--- config.mk ---
export PLATFORM = sky130hd
export DESIGN_NAME = bbw_front
export DESIGN_NICKNAME = d
export VERILOG_FILES = /design/src/bbw_pkg.sv /design/src/bbw_front.sv
export SDC_FILE = /design/constraint.sdc
export NUM_CORES = 1
export LEC_CHECK = 0
export BUFFER_PORTS_ARGS = -buffer_cell sky130_fd_sc_hd__buf_4
export CAP_MARGIN = 20
export CELL_PAD_IN_SITES_DETAIL_PLACEMENT = 2
export CELL_PAD_IN_SITES_GLOBAL_PLACEMENT = 2
export CORE_MARGIN = 2
export CORE_UTILIZATION = 32
export DETAILED_ROUTE_END_ITERATION = 6
export GPL_TIMING_DRIVEN = 0
export PLACE_DENSITY_LB_ADDON = 0.1
export RECOVER_POWER = 100
export SLEW_MARGIN = 10
export SYNTH_ARGS = -nofsm -noshare
export SYNTH_HDL_FRONTEND = slang
export SYNTH_SLANG_ARGS = --single-unit
--- constraint.sdc ---
create_clock -name clk -period 7.3 [get_ports clk]
set_input_delay 2.19 -clock clk [delete_from_list [all_inputs] [get_ports clk]]
set_output_delay 2.19 -clock clk [all_outputs]
set_load 0.02 [all_outputs]
--- src/bbw_pkg.sv ---
// Shared types and constants for the box blur with white border.
package bbw_pkg;

  localparam int KERNEL_DEF    = 9;
  localparam int MAX_WIDTH_DEF = 1024;
  localparam int MAX_HEIGHT    = 1024;
  localparam int CFG_DW        = 11;
  localparam int HGT_W         = 11;
  localparam int ROW_W         = 12;

  localparam logic [CFG_DW-1:0] RST_WIDTH  = 11'd640;
  localparam logic [CFG_DW-1:0] RST_HEIGHT = 11'd480;
  localparam logic [7:0]        BORDER     = 8'd255;

  typedef enum logic {
    CFG_IMAGE_WIDTH  = 1'b0,
    CFG_IMAGE_HEIGHT = 1'b1
  } cfg_idx_t;

  typedef struct packed {
    logic       func;
    logic [7:0] in_blue;
    logic [7:0] in_green;
    logic [7:0] in_red;
  } in_t;

  typedef struct packed {
    logic [7:0] out_blue;
    logic [7:0] out_green;
    logic [7:0] out_red;
    logic       end_of_row;
    logic       end_of_frame;
  } out_t;

  // blue in the low byte
  typedef struct packed {
    logic [7:0] red;
    logic [7:0] green;
    logic [7:0] blue;
  } pix_t;

  typedef struct packed {
    logic             emit;
    logic             eor;
    logic             eof;
    logic [ROW_W-1:0] row;
    pix_t             pix;
  } step_t;

endpackage

--- src/bbw_front.sv ---
// Position sequencer: config registers, raster counters and step issue.
module bbw_front #(
  parameter int KERNEL    = bbw_pkg::KERNEL_DEF,
  parameter int MAX_WIDTH = bbw_pkg::MAX_WIDTH_DEF
) (
  input  logic                             clk,
  input  logic                             rst_n,
  input  logic                             cfg_we,
  input  bbw_pkg::cfg_idx_t                cfg_idx,
  input  logic [bbw_pkg::CFG_DW-1:0]       cfg_data,
  input  logic                             in_valid,
  output logic                             in_ready,
  input  bbw_pkg::in_t                     in_data,
  input  logic                             s1_ready,
  output logic                             step_valid,
  output bbw_pkg::step_t                   step,
  output logic [$clog2(MAX_WIDTH)-1:0]     step_col,
  output logic [$clog2(MAX_WIDTH)-1:0]     step_ocol,
  output logic [$clog2(MAX_WIDTH+1)-1:0]   eff_w,
  output logic [bbw_pkg::HGT_W-1:0]        eff_h
);
  import bbw_pkg::*;

  localparam int HALF = KERNEL / 2;
  localparam int CW   = $clog2(MAX_WIDTH);
  localparam int WW   = $clog2(MAX_WIDTH + 1);
  localparam int VW   = $clog2((MAX_HEIGHT + KERNEL + 1) * MAX_WIDTH);

  logic [CFG_DW-1:0] width_r, width_nxt, height_r, height_nxt;
  logic [ROW_W-1:0]  in_row_r, in_row_nxt;
  logic [CW-1:0]     in_col_r, in_col_nxt;
  logic [HGT_W-1:0]  out_row_r, out_row_nxt;
  logic [CW-1:0]     out_col_r, out_col_nxt;
  logic [VW-1:0]     vcnt_r, vcnt_nxt;

  logic [VW-1:0] lag;
  logic [CW-1:0] last_col;
  logic          draining, early, auto_step, emit, eor, eof;

  always_comb begin
    if (width_r == '0) begin
      eff_w = WW'(1);
    end else if (int'(width_r) > MAX_WIDTH) begin
      eff_w = WW'(MAX_WIDTH);
    end else begin
      eff_w = WW'(width_r);
    end
    if (height_r == '0) begin
      eff_h = HGT_W'(1);
    end else if (int'(height_r) > MAX_HEIGHT) begin
      eff_h = HGT_W'(MAX_HEIGHT);
    end else begin
      eff_h = HGT_W'(height_r);
    end
  end

  assign lag      = VW'(HALF * int'(eff_w) + HALF);
  assign last_col = CW'(eff_w - WW'(1));
  assign draining = int'(in_row_r) >= int'(eff_h);
  assign early    = vcnt_r < lag;

  // once the frame is in, walk border positions on our own until results are due
  assign auto_step  = draining && early && !cfg_we && s1_ready;
  assign in_ready   = s1_ready && !(draining && early) && !cfg_we;
  assign step_valid = auto_step ||
                      (in_valid && in_ready && (draining || !in_data.func));

  assign emit = !early;
  assign eor  = out_col_r == last_col;
  assign eof  = eor && (out_row_r == HGT_W'(eff_h - HGT_W'(1)));

  assign step.emit       = emit;
  assign step.eor        = eor;
  assign step.eof        = eof;
  assign step.row        = in_row_r;
  assign step.pix.red    = in_data.in_red;
  assign step.pix.green  = in_data.in_green;
  assign step.pix.blue   = in_data.in_blue;
  assign step_col        = in_col_r;
  assign step_ocol       = out_col_r;

  always_comb begin
    width_nxt   = width_r;
    height_nxt  = height_r;
    in_row_nxt  = in_row_r;
    in_col_nxt  = in_col_r;
    out_row_nxt = out_row_r;
    out_col_nxt = out_col_r;
    vcnt_nxt    = vcnt_r;
    if (cfg_we) begin
      in_row_nxt  = '0;
      in_col_nxt  = '0;
      out_row_nxt = '0;
      out_col_nxt = '0;
      vcnt_nxt    = '0;
      case (cfg_idx)
        CFG_IMAGE_WIDTH:  width_nxt  = cfg_data;
        CFG_IMAGE_HEIGHT: height_nxt = cfg_data;
        default: ;
      endcase
    end else if (step_valid) begin
      if (emit && eof) begin
        in_row_nxt  = '0;
        in_col_nxt  = '0;
        out_row_nxt = '0;
        out_col_nxt = '0;
        vcnt_nxt    = '0;
      end else begin
        vcnt_nxt = vcnt_r + 1'b1;
        if (in_col_r == last_col) begin
          in_col_nxt = '0;
          in_row_nxt = in_row_r + 1'b1;
        end else begin
          in_col_nxt = in_col_r + 1'b1;
        end
        if (emit) begin
          if (eor) begin
            out_col_nxt = '0;
            out_row_nxt = out_row_r + 1'b1;
          end else begin
            out_col_nxt = out_col_r + 1'b1;
          end
        end
      end
    end
  end

  always_ff @(posedge clk) begin
    if (!rst_n) begin
      width_r   <= RST_WIDTH;
      height_r  <= RST_HEIGHT;
      in_row_r  <= '0;
      in_col_r  <= '0;
      out_row_r <= '0;
      out_col_r <= '0;
      vcnt_r    <= '0;
    end else begin
      width_r   <= width_nxt;
      height_r  <= height_nxt;
      in_row_r  <= in_row_nxt;
      in_col_r  <= in_col_nxt;
      out_row_r <= out_row_nxt;
      out_col_r <= out_col_nxt;
      vcnt_r    <= vcnt_nxt;
    end
  end

endmodule

# Word level (Yosys, flattened, before mapping)

Cells that the tools add are included.
W data, S select, Z words.

Register bits after elaboration: 86
Input bits: 42
Output and inout port bits: 83
Logic and storage cells: 65

Add/sub/neg operators: 8
Order comparisons: 4
Eq/ne operators: 4
Multiplexer cells: 15
Bitwise logic cells: 2
Reductions and logical operators: 25

Operators with widths:

| cell                    | number |
|---|---|
| $mux W11                | 7 |
| $mux W10                | 5 |
| $mux W12                | 2 |
| $gt A11 B11 Y1 const B  | 2 |
| $logic_not A11 Y1       | 2 |
| $add A21 B1 Y21 const B | 1 |
| $lt A21 B14 Y1          | 1 |
| $mux W21                | 1 |
| $add A10 B1 Y10 const B | 2 |
| $eq A10 B10 Y1          | 2 |
| $add A13 B3 Y14 const B | 1 |
| $add A12 B1 Y12 const B | 1 |
| $ge A12 B11 Y1          | 1 |
| $add A11 B1 Y11 const B | 1 |
| $eq A11 B11 Y1          | 1 |
| $sub A11 B1 Y11 const B | 1 |
| $sub A10 B1 Y10 const B | 1 |
| $logic_and A1 B1 Y1     | 9 |
| $reduce_and A2 Y1       | 4 |
| $logic_not A1 Y1        | 4 |
| $reduce_bool A2 Y1      | 2 |
| $reduce_and A3 Y1       | 1 |
| $logic_or A1 B1 Y1      | 2 |
| $ne A2 B1 Y1 const B    | 1 |
| 2 further kinds         | 3 |

# Logic depth before layout (Yosys ltp)

Word-level depth: 13
Mapped depth: 23
Mapped depth without buffers: 18

# Worst setup path before layout

Ideal clock, no wire load.

Path kind: flip-flop to output port
Start point: register width_r[4]
End point: output step_valid
Arrival: 4421 ps
Data required time: 5110 ps
Setup slack: 689 ps
Stages on the path, launching flop included: 20
Buffers on the path: 3
Cell sequence: dfxtp_1 -> buf_6 -> or4_1 -> clkbuf_2 -> o31a_1 -> inv_1 -> ha_1 -> nand3_1 -> nor4_1 -> and3_1 -> a31oi_1 -> ha_1 -> a21oi_1 -> o211ai_1 -> nor2_1 -> a31o_2 -> a21oi_1 -> or2_2 -> buf_2 -> clkinv_1

Cells in the longest elaborated chain, start to end: 12
Elaborated cells between the ends (all ways): 15
Those cells by class: add/sub: 1; order compare: 2; mux: 2; reduce/logical: 10

Ends and longest elaborated chain:

| what                              | line                             | source |
|---|---|---|
| from (decl)                       | bbw_front.sv:29                  | `logic [CFG_DW-1:0] width_r, width_nxt, height_r, height_nxt;` |
| from (signal assigned)            | bbw_front.sv:138                 | `width_r <= width_nxt;` |
| $gt A11 B11 Y1                    | bbw_front.sv:43                  | `end else if (int'(width_r) > MAX_WIDTH) begin` |
| $mux W11                          | bbw_front.sv:43                  |  |
| $mux W11 *                        | bbw_front.sv:41                  | `if (width_r == '0) begin` |
| net eff_w[0]                      | bbw_front.sv:19                  | `output logic [$clog2(MAX_WIDTH+1)-1:0] eff_w,` |
| $add A13 B3 Y14 *                 | bbw_front.sv:57                  | `assign lag = VW'(HALF * int'(eff_w) + HALF);` |
| $lt A21 B14 Y1 *                  | bbw_front.sv:60                  | `assign early = vcnt_r < lag;` |
| $logic_and A1 B1 Y1 *             | bbw_front.sv:63, bbw_front.sv:64 |  |
| $logic_not A1 Y1                  | bbw_front.sv:64                  | `assign in_ready = s1_ready && !(draining && early) && !cfg_we;` |
| $logic_and A1 B1 Y1 (2 in series) | bbw_front.sv:64                  |  |
| $logic_and A1 B1 Y1 (2 in series) | bbw_front.sv:66                  | `(in_valid && in_ready && (draining \|\| !in_data.func));` |
| $logic_or A1 B1 Y1 *              | bbw_front.sv:65                  | `assign step_valid = auto_step \|\|` |
| to (decl)                         | bbw_front.sv:15                  | `output logic step_valid,` |

Mark *: on every way through the listed nets, which the timed path passes. The rest lies on a longest branch.

# Worst setup path after layout

Start point: register width_r[4]
End point: output step_valid

Cells in the longest elaborated chain, start to end: 12
Elaborated cells between the ends (all ways): 15
Those cells by class: add/sub: 1; order compare: 2; mux: 2; reduce/logical: 10

Ends and longest elaborated chain:

| what                              | line |
|---|---|
| $gt A11 B11 Y1                    | bbw_front.sv:43 |
| $mux W11                          | bbw_front.sv:43 |
| $mux W11 *                        | bbw_front.sv:41 |
| $add A13 B3 Y14 *                 | bbw_front.sv:57 |
| $lt A21 B14 Y1 *                  | bbw_front.sv:60 |
| $logic_and A1 B1 Y1 *             | bbw_front.sv:63, bbw_front.sv:64 |
| $logic_not A1 Y1                  | bbw_front.sv:64 |
| $logic_and A1 B1 Y1 (2 in series) | bbw_front.sv:64 |
| $logic_and A1 B1 Y1 (2 in series) | bbw_front.sv:66 |
| $logic_or A1 B1 Y1 *              | bbw_front.sv:65 |

Every way passes the cells marked *; elsewhere a longest branch is shown, timed or not.

==> flow_metrics.py <==
metrics = {
    "logic_synthesis": {
        "synth_fa_ha_area_share_pct": 6.07,
        "synth_fp_nets": 864,
        "synthCells": 792,
        "synth_top_family_by_area": "simple AND/OR/NAND/NOR gates",
        "ys_seq_elements": 86,
        "synthMuxAreaShare_pct": 1.32,
        "synth_compound_area_share_pct": 17.1,
        "yosysWarningCount": 0,
        "ys.flop_type": "dfxtp_1",
        "synth_area_leaders": "dfxtp_1, xnor2_1, ha_1",
        "syn-cell-area_mm2": 0.00618,
        "synthArstFlopShare_pct": 0,
        "synth_top_area_share_pct": 27.8,
        "synth_edf_count": 0,
        "yosysSeqAreaShare_pct": 27.8,
        "yosysUniqueCellTypes": 76,
        "post_synth.cell_area_avg_um2": 7.81,
        "synth-xor-area-share_pct": 10.0,
        "yosysTopAreaCell": "dfxtp_1",
        "synthSimpleGateAreaFrac_pct": 29.1,
    },
    "global_route": {
        "grt_max_degree": 20,
        "grt_pass1_wl_um": 37600,
        "grt_overflow_total": 0,
        "grt_pass1_vias": 6882,
        "grt_usage_pct": 23.5,
        "antenna_found_initial": 0,
    },
    "die": {
        "initial_core_util_pct": 32.8,
        "die_area_mm2": 0.0204,
        "boundaryPins": 125,
        "die_y_um": 143,
        "core_area_mm2": 0.0188,
        "num_rows": 50,
        "die_w_um": 143,
    },
    "route": {
        "route.detailed.wl_per_inst_um": 20.3,
        "via_per_inst": 5.49,
        "detail-route-antenna-nets": 0,
        "dr.pass1.iters": 6,
        "drc": 0,
        "drt_iter0_drc": 239,
        "wl_um": 23700,
        "via_count": 6423,
    },
    "clocking": {
        "clock_path_buffers": 2,
        "cts_tree": "built",
        "cts.sinks": 86,
        "cts_hold_buf": 0,
        "cts_buffers": 9,
        "clkSlewWorstSetupHoldPaths_ns": 0.07,
        "clock_latency_ns": 0.36,
        "htree_levels": 3,
        "root_buffer": "clkbuf_16",
    },
    "timing": {
        "tns_ns": 0,
        "fin_skew_ns": 0.0125,
        "period_needed_ns": 7.02,
        "finalMaxSlewViolations": 0,
        "relSlewSlack_pct": 47.8,
        "rsz0062_at_grt": "true",
        "setup-violations-final": 0,
        "worst_pin_slew_ns": 0.777,
        "period_share_pct": 96.1,
        "max_freq_mhz": 143,
        "hold_slack_ns": 0.496,
        "finalHoldViolations": 0,
    },
    "pwr": {
        "power_leakage_uw": 0.00262,
        "power.internal_uw": 803,
        "ir_drop_v": 0.000100,
        "pwr-share-comb_pct": 17.8,
        "p_seq_share_pct": 41.7,
        "p_sw_share_pct": 30.8,
        "power_density_mw_per_mm2": 159,
        "p_clk_share_pct": 40.5,
        "p_sw_uw": 358,
    },
    "setup_path": {
        "cp-startpoint": "width_r[4]$_SDFFE_PN0P_",
        "worstPathArrival_ns": 4.83,
        "required_ns": 5.11,
        "startpoint_type": "flip-flop",
        "critical_path_class": "flip-flop to primary output",
        "r2r_start": "width_r[4]$_SDFFE_PN0P_",
        "worst-path-max-fanout": 14,
        "cp-end-kind": "primary output",
    },
    "min_path": {
        "min_from": "vcnt_r[0]$_SDFFE_PP0P_",
        "min_path_type": "flip-flop to flip-flop",
    },
    "cells_and_area": {
        "antennaDiodeCount": 0,
        "fin_util_pct": 38.9,
        "nNetsFinal": 978,
        "area_growth_pct": 18.4,
        "drive_gt1_share_pct": 11.0,
    },
    "place": {
        "dpl.hpwl_um": 18700,
        "io_buffers": 100,
        "place_congestion": 0.847,
    },
    "run": {
        "max_cap_violations": 0,
    },
    "run_status": {
        "status": "finished, final reports clean",
    },
}
[worst max-delay path, cell delays in order, from the launching register on]
cell and delay (ns):
dfxtp_1 0.31, buf_6 0.14, or4_1 0.51, clkbuf_2 0.19
o31a_1 0.41, inv_1 0.12, ha_1 0.25, nand3_1 0.19
nor4_4 0.24, and3_1 0.24, a31oi_1 0.13, ha_1 0.33
a21oi_1 0.07, o211ai_1 0.23, nor2_1 0.08, a31o_2 0.29
a21oi_4 0.13, or2_4 0.23, clkinv_2 0.16, buf_4 0.19
[cell usage in the layout (no fill, tap or decap), types with 4 or more instances in the layout]
| cell type | Yosys | final |
|---|---|---|
| clkbuf_1 | 39 | 113 |
| nand2_1 | 95 | 95 |
| dfxtp_1 | 86 | 86 |
| nor2_1 | 64 | 64 |
| xnor2_1 | 55 | 55 |
| buf_4 | 27 | 55 |
| a21oi_1 | 33 | 32 |
| nor4_1 | 33 | 32 |
| inv_1 | 30 | 30 |
| ha_1 | 30 | 30 |
| nand3_1 | 28 | 28 |
| a21boi_0 | 20 | 20 |
| o31ai_1 | 16 | 16 |
| or4_1 | 15 | 15 |
| nand4_1 | 14 | 14 |
| xor2_1 | 13 | 13 |
| o21ai_0 | 12 | 12 |
| and3_1 | 12 | 12 |
| nor3_1 | 12 | 12 |
| or3_1 | 11 | 11 |
| nand2b_1 | 10 | 10 |
| o211ai_1 | 10 | 10 |
| nor2b_1 | 10 | 10 |
| clkbuf_16 | 0 | 9 |
| a31oi_1 | 7 | 7 |
| mux2i_1 | 7 | 7 |
| and4_1 | 6 | 6 |
| buf_2 | 6 | 6 |
| nor4b_1 | 6 | 6 |
| and2_1 | 6 | 5 |
| o22ai_1 | 5 | 5 |
| o21a_1 | 4 | 4 |
| a211o_1 | 4 | 4 |
| a211oi_1 | 4 | 4 |
| nor3b_1 | 4 | 4 |
[state kept, by name (all words and copies together) (netlist names)]
name and flops:
vcnt_r 21, in_row_r 12, height_r 11, out_row_r 11
width_r 11, step_col 10, step_ocol 10
[layout make-up]
class	count	area, µm²
repair buffers	105	500
clock inverters	5	42.5
well taps	260	325
clock buffers	11	253
flip-flops and latches	86	1720
inverters	32	121
fillers	2252	11500
plain buffers	74	395
multi-input cells	598	3960
[worst paths after layout]
| kind | endpoint | slack, ns | cells after the start |
|---|---|---|---|
| setup reg to reg | out_row_r[3]$_SDFFE_PP0P_ | 1.43 | 22 |
| setup / recovery | step_valid | 0.28 | 19 |
| hold reg to reg | vcnt_r[0]$_SDFFE_PP0P_ | 0.50 | 2 |
| hold / removal | vcnt_r[0]$_SDFFE_PP0P_ | 0.50 | 2 |
[routing by layer]
layer | vias up | GRT usage (%) | wire length (µm)
met1 | 3216 | 29.7 | 10400
li1 | 3046 | - | -
met5 | - | 0 | 0
met4 | 0 | 6.88 | 384
met2 | 134 | 41.8 | 12100
met3 | 27 | 2.95 | 880
[logic make-up after synthesis]
kind of cell               count (synthesis)
other                                      1
muxes                                      8
adders and majority gates                 30
and+or+nand+nor                          341
buffers and inverters                    108
DFF                                       86
AOI/OAI and AO/OA                        149
xor gates and xnor gates                  69
[power by group through the flow]
stage / combinational (µW) / sequential, µW / clock [µW]
final: 207 / 484 / 470
after global routing: 226 / 485 / 503
after CTS: 220 / 484 / 480
after detailed placement: 217 / 495 / 0
after global placement: 209 / 494 / 0
after floorplan: 141 / 491 / 0
[cell usage after synthesis, drive strengths merged, types with 4 or more instances]
library cell	n
a211o	4
a211oi	4
a21boi	20
a21oi	33
a31oi	7
and2	6
and3	12
and4	6
buf	36
clkbuf	40
dfxtp	86
ha	30
inv	30
mux2i	7
nand2	95
nand2b	10
nand3	29
nand4	14
nor2	64
nor2b	10
nor3	13
nor3b	4
nor4	35
nor4b	7
o211ai	10
o21a	4
o21ai	14
o22ai	5
o31ai	16
or3	11
or4	16
xnor2	55
xor2	13
[stage by stage]
step	instance area [µm²]	std cells	setup slack, ns	total power, µW
floorplan	6180	792	0.689	632
global placement	7260	1152	-0.855	703
detailed placement	7260	1152	-0.896	712
CTS	7580	1168	0.0301	1180
global route	7320	1171	-0.0453	1210
finish	7320	1171	0.283	1160
[timing repair]
item / in CTS / in global routing
pin swaps: 1 / 1
buffers inserted: 1 / 3
gates resized for setup: 6 / 3
setup endpoints to repair: 4 / 3
Note: power is estimated with default switching activity, not from simulation.
